--- src/b64c_pkg.sv ---
`timescale 1ns / 1ps
// Shared types, constants and character-mapping functions for the base64url codec.
// No dependencies; used by every other file of the block.
package b64c_pkg;

   // Configuration port
   localparam int CSR_ADDR_W = 3;
   localparam int CSR_DATA_W = 32;

   // Direction register values
   localparam logic DIR_ENCODE = 1'b0;
   localparam logic DIR_DECODE = 1'b1;

   // ASCII anchors of the URL-safe alphabet
   localparam logic [7:0] CH_UPPER_A = 8'h41;
   localparam logic [7:0] CH_UPPER_Z = 8'h5a;
   localparam logic [7:0] CH_LOWER_A = 8'h61;
   localparam logic [7:0] CH_LOWER_Z = 8'h7a;
   localparam logic [7:0] CH_DIGIT_0 = 8'h30;
   localparam logic [7:0] CH_DIGIT_9 = 8'h39;
   localparam logic [7:0] CH_MINUS   = 8'h2d;
   localparam logic [7:0] CH_UNDER   = 8'h5f;

   // One result beat
   typedef struct packed {
      logic [7:0] data;
      logic       valid;
      logic       last;
      logic       err;
   } res_type;

   // Results caused by one input item (one or two)
   typedef struct packed {
      logic    two;
      res_type second;
      res_type first;
   } job_type;

   // 6-bit value to alphabet character
   function automatic logic [7:0] enc_char(input logic [5:0] v);
      logic [7:0] w;
      logic [7:0] c;
      w = {2'b00, v};
      if (v < 6'd26) begin
         c = CH_UPPER_A + w;
      end else if (v < 6'd52) begin
         c = CH_LOWER_A + w - 8'd26;
      end else if (v < 6'd62) begin
         c = CH_DIGIT_0 + w - 8'd52;
      end else if (v == 6'd62) begin
         c = CH_MINUS;
      end else begin
         c = CH_UNDER;
      end
      return c;
   endfunction

   // Character to {valid, 6-bit value}; valid low for anything outside the alphabet
   function automatic logic [6:0] dec_char(input logic [7:0] c);
      logic [7:0] t;
      logic       ok;
      t  = 8'd0;
      ok = 1'b1;
      if (c >= CH_UPPER_A && c <= CH_UPPER_Z) begin
         t = c - CH_UPPER_A;
      end else if (c >= CH_LOWER_A && c <= CH_LOWER_Z) begin
         t = c - CH_LOWER_A + 8'd26;
      end else if (c >= CH_DIGIT_0 && c <= CH_DIGIT_9) begin
         t = c - CH_DIGIT_0 + 8'd52;
      end else if (c == CH_MINUS) begin
         t = 8'd62;
      end else if (c == CH_UNDER) begin
         t = 8'd63;
      end else begin
         ok = 1'b0;
      end
      return {ok, t[5:0]};
   endfunction

endpackage

--- src/b64c_front.sv ---
`timescale 1ns / 1ps
// Front end: accepts input beats, tracks the group phase and carried bits,
// and forms up to two result beats per item. Depends on b64c_pkg.
module b64c_front (
   input  logic              clock,
   input  logic              reset,
   input  logic              direction,
   input  logic              clear,
   input  logic              req_push,
   input  logic [7:0]        req_in_byte,
   input  logic              req_in_last,
   output logic              req_full,
   input  logic              q_full,
   output logic              q_push,
   output b64c_pkg::job_type q_job
);

   logic [1:0] phase_ff, phase_in;
   logic [5:0] carry_ff, carry_in;
   logic       failed_ff, failed_in;

   logic                accept;
   logic                have;
   logic [6:0]          dec;
   logic [5:0]          flush;
   logic                has_flush;
   b64c_pkg::res_type   r0, r1;
   logic                two;

   assign req_full = q_full;
   assign accept   = req_push && !q_full;
   assign dec      = b64c_pkg::dec_char(req_in_byte);

   // Classify the item and work out results and next message state
   always_comb begin
      phase_in  = phase_ff;
      carry_in  = carry_ff;
      failed_in = failed_ff;
      r0        = '0;
      r1        = '0;
      two       = 1'b0;
      have      = 1'b0;
      flush     = '0;
      has_flush = 1'b0;

      if (failed_ff) begin
         // message already aborted: swallow beats until the last one
         if (req_in_last) begin
            phase_in  = '0;
            carry_in  = '0;
            failed_in = 1'b0;
         end
      end else if (direction == b64c_pkg::DIR_ENCODE) begin
         have     = 1'b1;
         r0.valid = 1'b1;
         case (phase_ff)
            2'd1: begin
               r0.data   = b64c_pkg::enc_char({carry_ff[1:0], req_in_byte[7:4]});
               carry_in  = {2'b00, req_in_byte[3:0]};
               phase_in  = 2'd2;
               flush     = {req_in_byte[3:0], 2'b00};
               has_flush = 1'b1;
            end
            2'd2: begin
               r0.data  = b64c_pkg::enc_char({carry_ff[3:0], req_in_byte[7:6]});
               r1.data  = b64c_pkg::enc_char(req_in_byte[5:0]);
               r1.valid = 1'b1;
               two      = 1'b1;
               carry_in = '0;
               phase_in = 2'd0;
            end
            default: begin
               r0.data   = b64c_pkg::enc_char(req_in_byte[7:2]);
               carry_in  = {4'b0000, req_in_byte[1:0]};
               phase_in  = 2'd1;
               flush     = {req_in_byte[1:0], 4'b0000};
               has_flush = 1'b1;
            end
         endcase
         if (req_in_last) begin
            // partial group goes out as a final character
            if (has_flush) begin
               r1.data  = b64c_pkg::enc_char(flush);
               r1.valid = 1'b1;
               two      = 1'b1;
            end
            r1.last  = 1'b1;
            phase_in = '0;
            carry_in = '0;
         end
      end else if (!dec[6]) begin
         // character outside the alphabet aborts the message
         have      = 1'b1;
         r0.last   = 1'b1;
         r0.err    = 1'b1;
         phase_in  = '0;
         carry_in  = '0;
         failed_in = !req_in_last;
      end else begin
         r0.valid = 1'b1;
         r0.last  = req_in_last;
         case (phase_ff)
            2'd0: begin
               carry_in = dec[5:0];
               phase_in = 2'd1;
            end
            2'd1: begin
               have     = 1'b1;
               r0.data  = {carry_ff[5:0], dec[5:4]};
               carry_in = {2'b00, dec[3:0]};
               phase_in = 2'd2;
            end
            2'd2: begin
               have     = 1'b1;
               r0.data  = {carry_ff[3:0], dec[5:2]};
               carry_in = {4'b0000, dec[1:0]};
               phase_in = 2'd3;
            end
            default: begin
               have     = 1'b1;
               r0.data  = {carry_ff[1:0], dec[5:0]};
               carry_in = '0;
               phase_in = 2'd0;
            end
         endcase
         if (req_in_last) begin
            // nothing complete: bare end marker
            if (!have) begin
               have     = 1'b1;
               r0.valid = 1'b0;
            end
            phase_in = '0;
            carry_in = '0;
         end
      end
   end

   assign q_push       = accept && have;
   assign q_job.first  = r0;
   assign q_job.second = r1;
   assign q_job.two    = two;

   // Message state
   always_ff @(posedge clock) begin
      if (reset || clear) begin
         phase_ff  <= '0;
         carry_ff  <= '0;
         failed_ff <= 1'b0;
      end else if (accept) begin
         phase_ff  <= phase_in;
         carry_ff  <= carry_in;
         failed_ff <= failed_in;
      end
   end

endmodule

--- src/b64c_queue.sv ---
`timescale 1ns / 1ps
// Short job queue between the front and back ends.
// Depends on b64c_pkg for the job type.
module b64c_queue #(
   parameter int DEPTH = 4
) (
   input  logic              clock,
   input  logic              reset,
   input  logic              push,
   input  b64c_pkg::job_type push_job,
   output logic              full,
   input  logic              pop,
   output b64c_pkg::job_type head_job,
   output logic              empty
);

   localparam int PTR_W = (DEPTH > 1) ? $clog2(DEPTH) : 1;
   localparam int CNT_W = $clog2(DEPTH + 1);

   b64c_pkg::job_type slot_ff [DEPTH];
   logic [PTR_W-1:0]  wr_ff, wr_in;
   logic [PTR_W-1:0]  rd_ff, rd_in;
   logic [CNT_W-1:0]  cnt_ff, cnt_in;
   logic              do_push, do_pop;

   assign full     = (cnt_ff == CNT_W'(DEPTH));
   assign empty    = (cnt_ff == '0);
   assign head_job = slot_ff[rd_ff];
   assign do_push  = push && !full;
   assign do_pop   = pop && !empty;

   // Pointer and fill count update
   always_comb begin
      wr_in  = wr_ff;
      rd_in  = rd_ff;
      cnt_in = cnt_ff;
      if (do_push) begin
         wr_in = (wr_ff == PTR_W'(DEPTH - 1)) ? '0 : wr_ff + 1'b1;
      end
      if (do_pop) begin
         rd_in = (rd_ff == PTR_W'(DEPTH - 1)) ? '0 : rd_ff + 1'b1;
      end
      if (do_push && !do_pop) begin
         cnt_in = cnt_ff + 1'b1;
      end else if (do_pop && !do_push) begin
         cnt_in = cnt_ff - 1'b1;
      end
   end

   always_ff @(posedge clock) begin
      if (reset) begin
         wr_ff  <= '0;
         rd_ff  <= '0;
         cnt_ff <= '0;
      end else begin
         wr_ff  <= wr_in;
         rd_ff  <= rd_in;
         cnt_ff <= cnt_in;
      end
   end

   // Storage
   always_ff @(posedge clock) begin
      if (do_push) begin
         slot_ff[wr_ff] <= push_job;
      end
   end

endmodule

--- src/b64c_back.sv ---
`timescale 1ns / 1ps
// Back end: walks the results of the queued job and presents them one beat
// at a time from an output register. Depends on b64c_pkg.
module b64c_back (
   input  logic              clock,
   input  logic              reset,
   input  b64c_pkg::job_type head_job,
   input  logic              q_empty,
   output logic              q_pop,
   output logic              rsp_empty,
   input  logic              rsp_pop,
   output logic [7:0]        rsp_out_byte,
   output logic              rsp_out_valid,
   output logic              rsp_out_last,
   output logic              rsp_error
);

   b64c_pkg::res_type out_ff, out_in;
   logic              full_ff, full_in;
   logic              sel_ff, sel_in;
   logic              load, take, done;

   // Load a new beat when the output register is free or being drained
   assign load  = !full_ff || rsp_pop;
   assign take  = load && !q_empty;
   assign done  = !head_job.two || sel_ff;
   assign q_pop = take && done;

   always_comb begin
      out_in  = sel_ff ? head_job.second : head_job.first;
      full_in = take || (full_ff && !rsp_pop);
      sel_in  = take ? !done : sel_ff;
   end

   always_ff @(posedge clock) begin
      if (reset) begin
         full_ff <= 1'b0;
         sel_ff  <= 1'b0;
      end else begin
         full_ff <= full_in;
         sel_ff  <= sel_in;
      end
   end

   always_ff @(posedge clock) begin
      if (take) begin
         out_ff <= out_in;
      end
   end

   assign rsp_empty     = !full_ff;
   assign rsp_out_byte  = out_ff.data;
   assign rsp_out_valid = out_ff.valid;
   assign rsp_out_last  = out_ff.last;
   assign rsp_error     = out_ff.err;

endmodule

--- src/base64url_codec_unit.sv ---
`timescale 1ns / 1ps
// Streaming base64url codec (no padding); direction chosen by a register.
// The first result beat passes through the job queue and then the output register.
// Throughput: one input beat per cycle for items with one result while the job
// queue has room; items with two are paced by the single-beat output register.
// Reset clears direction (encode), message state, the job queue and output.
// Depends on b64c_pkg, b64c_front, b64c_queue and b64c_back.
module base64url_codec_unit #(
   parameter int QUEUE_DEPTH = 4
) (
   input  logic                            clock,
   input  logic                            reset,
   // input channel
   input  logic                            req_push,
   output logic                            req_full,
   input  logic [7:0]                      req_in_byte,
   input  logic                            req_in_last,
   // result channel
   output logic                            rsp_empty,
   input  logic                            rsp_pop,
   output logic [7:0]                      rsp_out_byte,
   output logic                            rsp_out_valid,
   output logic                            rsp_out_last,
   output logic                            rsp_error,
   // configuration port
   input  logic                            csr_psel,
   input  logic                            csr_penable,
   input  logic                            csr_pwrite,
   input  logic [b64c_pkg::CSR_ADDR_W-1:0] csr_paddr,
   input  logic [b64c_pkg::CSR_DATA_W-1:0] csr_pwdata,
   output logic [b64c_pkg::CSR_DATA_W-1:0] csr_prdata,
   output logic                            csr_pready
);

   logic              dir_ff, dir_in;
   logic              dir_sel;
   logic              dir_wr;
   logic              q_push, q_pop, q_full, q_empty;
   b64c_pkg::job_type q_in_job, q_head_job;

   // Direction register, any address with the top bit clear; writing it starts a fresh message
   assign csr_pready = 1'b1;
   assign dir_sel    = (csr_paddr[b64c_pkg::CSR_ADDR_W-1] == 1'b0);
   assign dir_wr     = csr_psel && csr_penable && csr_pwrite && dir_sel;
   assign dir_in     = dir_wr ? csr_pwdata[0] : dir_ff;
   assign csr_prdata = dir_sel ? {{(b64c_pkg::CSR_DATA_W-1){1'b0}}, dir_ff} : '0;

   always_ff @(posedge clock) begin
      if (reset) begin
         dir_ff <= b64c_pkg::DIR_ENCODE;
      end else begin
         dir_ff <= dir_in;
      end
   end

   b64c_front u_front (
      .clock       (clock),
      .reset       (reset),
      .direction   (dir_ff),
      .clear       (dir_wr),
      .req_push    (req_push),
      .req_in_byte (req_in_byte),
      .req_in_last (req_in_last),
      .req_full    (req_full),
      .q_full      (q_full),
      .q_push      (q_push),
      .q_job       (q_in_job)
   );

   b64c_queue #(
      .DEPTH (QUEUE_DEPTH)
   ) u_queue (
      .clock    (clock),
      .reset    (reset),
      .push     (q_push),
      .push_job (q_in_job),
      .full     (q_full),
      .pop      (q_pop),
      .head_job (q_head_job),
      .empty    (q_empty)
   );

   b64c_back u_back (
      .clock         (clock),
      .reset         (reset),
      .head_job      (q_head_job),
      .q_empty       (q_empty),
      .q_pop         (q_pop),
      .rsp_empty     (rsp_empty),
      .rsp_pop       (rsp_pop),
      .rsp_out_byte  (rsp_out_byte),
      .rsp_out_valid (rsp_out_valid),
      .rsp_out_last  (rsp_out_last),
      .rsp_error     (rsp_error)
   );

endmodule
--- config.mk ---
export PLATFORM = sky130hd
export DESIGN_NAME = base64url_codec_unit
export DESIGN_NICKNAME = d
export VERILOG_FILES = /design/src/b64c_pkg.sv /design/src/b64c_front.sv /design/src/b64c_queue.sv /design/src/b64c_back.sv /design/src/base64url_codec_unit.sv
export SDC_FILE = /design/constraint.sdc
export NUM_CORES = 1
export LEC_CHECK = 0
export ABC_AREA = 0
export BUFFER_PORTS_ARGS = -buffer_cell sky130_fd_sc_hd__clkbuf_2
export CAP_MARGIN = 20
export CORE_ASPECT_RATIO = 0.9
export CORE_UTILIZATION = 30
export CTS_CLUSTER_DIAMETER = 120
export DETAILED_ROUTE_END_ITERATION = 10
export GPL_ROUTABILITY_DRIVEN = 0
export PLACE_DENSITY = 0.47
export SETUP_SLACK_MARGIN = 0.3
export SYNTH_ARGS = -nofsm -noshare
export SYNTH_HDL_FRONTEND = slang
export SYNTH_SLANG_ARGS = --single-unit
--- constraint.sdc ---
create_clock -name clock -period 5.2 [get_ports clock]
set_clock_uncertainty 0.15 [all_clocks]
set_input_delay 0.78 -clock clock [delete_from_list [all_inputs] [get_ports clock]]
set_output_delay 0.78 -clock clock [all_outputs]
set_load 0.005 [all_outputs]
==> flow_summary.json <==
{
  "status": "finished clean",
  "clkSinkCount": 116,
  "period_needed_ns": 3.91,
  "fin_setup_tns_ns": 0,
  "crit_path_start_kind": "primary input",
  "endpoint_kind": "register",
  "yosysWarningCount": 0,
  "period_share": 0.753,
  "numCtsBuffers": 17,
  "hpwl_um": 15800,
  "post_drt_via_cell_ratio": 5.25,
  "maxCapViolations": 0,
  "vias": 6370,
  "pre_cts_ws_ns": 0.935,
  "first_iter_violations": 529,
  "ioPinCount": 97,
  "num_antenna_cells": 0,
  "crit_type": "primary input to register",
  "hold_path.class": "register to register",
  "synth_top_area_share": 0.354,
  "power.leakage_nw": 3.33,
  "initial_core_util": 0.308,
  "worst_pin_slew_ns": 0.807,
  "holdWs_ns": 0.312,
  "ys_seq_area_frac": 0.406,
  "ctsHoldBuffers": 0,
  "port_buffers": 31,
  "antenna_found_initial": 0,
  "setup_ws_ns": 1.29,
  "cpPeakStageDelay_ns": 0.45,
  "cp_common_cell": "inv_1",
  "stdcell_area_um2": 9080,
  "die_h_um": 158,
  "holdCritStartpoint": "u_front.carry_ff[5]",
  "cts_buffer_depth": 2,
  "wire_per_inst_um": 18.1,
  "track_usage": 0.166,
  "final-hold-violation-count": 0,
  "synth-edff-count": 95,
  "synth.area.top_cells": "edfxtp_1 35%, ha_1 7.3%, mux4_2 5.9%",
  "crit_required_ns": 5.38,
  "cts_resized": 0,
  "postRouteAntennaNets": 0,
  "synth_cells": 825,
  "slew_headroom": 0.461,
  "synth_seq_cells": 116,
  "synth_largest_area_cell": "edfxtp_1",
  "setup_viol_count_final": 0,
  "cts_max_level": 4,
  "route.detailed.drc": 0,
  "row_count": 56,
  "postCtsSetupBuffers": 0,
  "clock_latency_ns": 0.40,
  "synth_cell_type_count": 78,
  "area_growth_pct": 12.6,
  "cp_max_fo": 8,
  "synthTopCellsByCount": "95 x edfxtp_1, 90 x nand2_1, 53 x a21oi_1",
  "grt_pass1_vias": 6112,
  "power_density_nw_per_um2": 348,
  "syn_area_per_cell_um2": 9.77,
  "nets": 952,
  "rsz0062_at_grt": "false",
  "synthesis.area_um2": 8060,
  "timing.fmax_mhz": 255,
  "setup.worst_path.start": "req_in_byte[5]",
  "peakVddDrop_v": 0.000204,
  "crit_slowest_cell": "ha_1",
  "stdcell_count": 1214,
  "wl_um": 22000,
  "slew_viol_final": 0,
  "cts_tree": "done",
  "synth_most_common_cell": "edfxtp_1",
  "drt_pass1_iterations": 5,
  "synth_top_flop_cell": "edfxtp_1",
  "grt_overflow": 0,
  "critPathArrivalTime_ns": 4.10,
  "clkTransAtPathRegs_ns": 0.05,
  "dp_cells": 1182,
  "synthArstFlopShare": 0,
  "cts_root_buf": "clkbuf_16",
  "grt_max_degree": 24,
  "drive_gt1_frac": 0.142,
  "grt_pass1_wl_um": 35100,
  "fp.dieW_um": 175,
  "core_um2": 26200,
  "r2r-start": "u_front.carry_ff[0]",
  "placed_area_um2": 8550,
  "path_cells": "clkbuf_2, inv_1, ha_1, inv_1, o21ai_0, o21ai_1, nand2_1, a211oi_1, buf_4, nor2_1, ha_1, inv_1, fa_1, xor2_1, or3_1, a21oi_1",
  "dieArea_um2": 27500
}
-- sequential cells by signal (all words and copies together), names as in the netlist, 2 cells and up, named ones only --
register             count
u_front.phase_ff         2
u_queue.rd_ff            2
u_queue.slot_ff         84
u_back.rsp_out_byte      8
u_front.carry_ff         6
u_queue.wr_ff            2
u_queue.cnt_ff           3
-- logic make-up (layout without fill, tap and decap cells) --
logic type,after synthesis,count (layout),share of synthesized area
adder cells (fa/ha/maj),48,48,0.0754
other,2,32,0.000931
AND/OR/NAND/NOR,256,256,0.154
buffers and inverters,121,132,0.0740
multiplexers,28,28,0.0675
flip-flops,116,116,0.406
XOR/XNOR,28,28,0.0304
AO/OA/AOI/OAI,226,226,0.192
-- layer usage --
layer,GRT usage,vias to the layer above,share of wire
li1,-,3083,-
met1,0.226,3102,0.47
met2,0.265,159,0.47
met3,0.0275,26,0.041
met4,0.0551,0,0.016
met5,0,-,0
-- worst max-delay path, delay by kind of cell --
| kind | cells | cell delay (ns) |
|---|---|---|
| xor gates and xnor gates | 1 | 0.15 |
| buffers and inverters | 5 | 0.81 |
| adders and majority gates | 3 | 1.06 |
| and+or+nand+nor | 3 | 0.66 |
| AOI/OAI and AO/OA | 4 | 0.64 |
-- final timing paths --
kind,to,slack (ns),cells after the start
hold reg to reg,u_front.carry_ff[5],0.31,2
hold / removal,u_front.carry_ff[5],0.31,2
setup reg to reg,u_queue.slot_ff[1][5],1.61,10
setup / recovery,u_queue.cnt_ff[2],1.29,16
-- cells in the final DEF, fill, tap and decap left out, types with 8 or more instances in the layout --
| master | netlist | final |
|---|---|---|
| xnor2_1 | 22 | 22 |
| nor2_1 | 42 | 42 |
| edfxtp_1 | 95 | 95 |
| nor2b_1 | 13 | 13 |
| a211oi_1 | 19 | 19 |
| conb_1 | 2 | 32 |
| and3_1 | 10 | 10 |
| nand2b_1 | 15 | 15 |
| buf_4 | 34 | 33 |
| o21ai_0 | 41 | 41 |
| clkbuf_1 | 38 | 8 |
| ha_1 | 47 | 47 |
| clkbuf_2 | 1 | 31 |
| a31oi_1 | 8 | 8 |
| mux4_2 | 21 | 21 |
| a21o_1 | 10 | 10 |
| o211ai_1 | 13 | 13 |
| inv_1 | 35 | 35 |
| clkbuf_16 | 0 | 17 |
| nand4_1 | 8 | 8 |
| a21oi_1 | 53 | 53 |
| dfxtp_1 | 21 | 21 |
| nand3_1 | 35 | 35 |
| nor3_1 | 20 | 20 |
| nand2_1 | 90 | 90 |
-- stage by stage --
stage / power, mW / utilization
6_report: 3.16 / 0.346
5_1_grt: 3.34 / 0.346
4_1_cts: 3.20 / 0.346
3_5_place_dp: 2.15 / 0.326
3_3_place_gp: 2.15 / 0.326
2_1_floorplan: 1.89 / -
-- cell type report --
cell class,count,area (um2)
clock inverters,6,57.6
well taps,348,435
repair buffers,64,403
fillers,2686,17100
clock buffers,26,469
flip-flops and latches,116,3270
multi-input cells,618,4310
inverters,36,135
-- power breakdown --
part | total, mW | leakage, nW | internal [mW] | switching (mW)
clock network | 1.04 | 0.256 | 0.665 | 0.374
logic | 0.872 | 2.02 | 0.363 | 0.509
registers | 1.25 | 1.05 | 1.19 | 0.0588
Note: power is estimated with default switching activity, not from simulation.
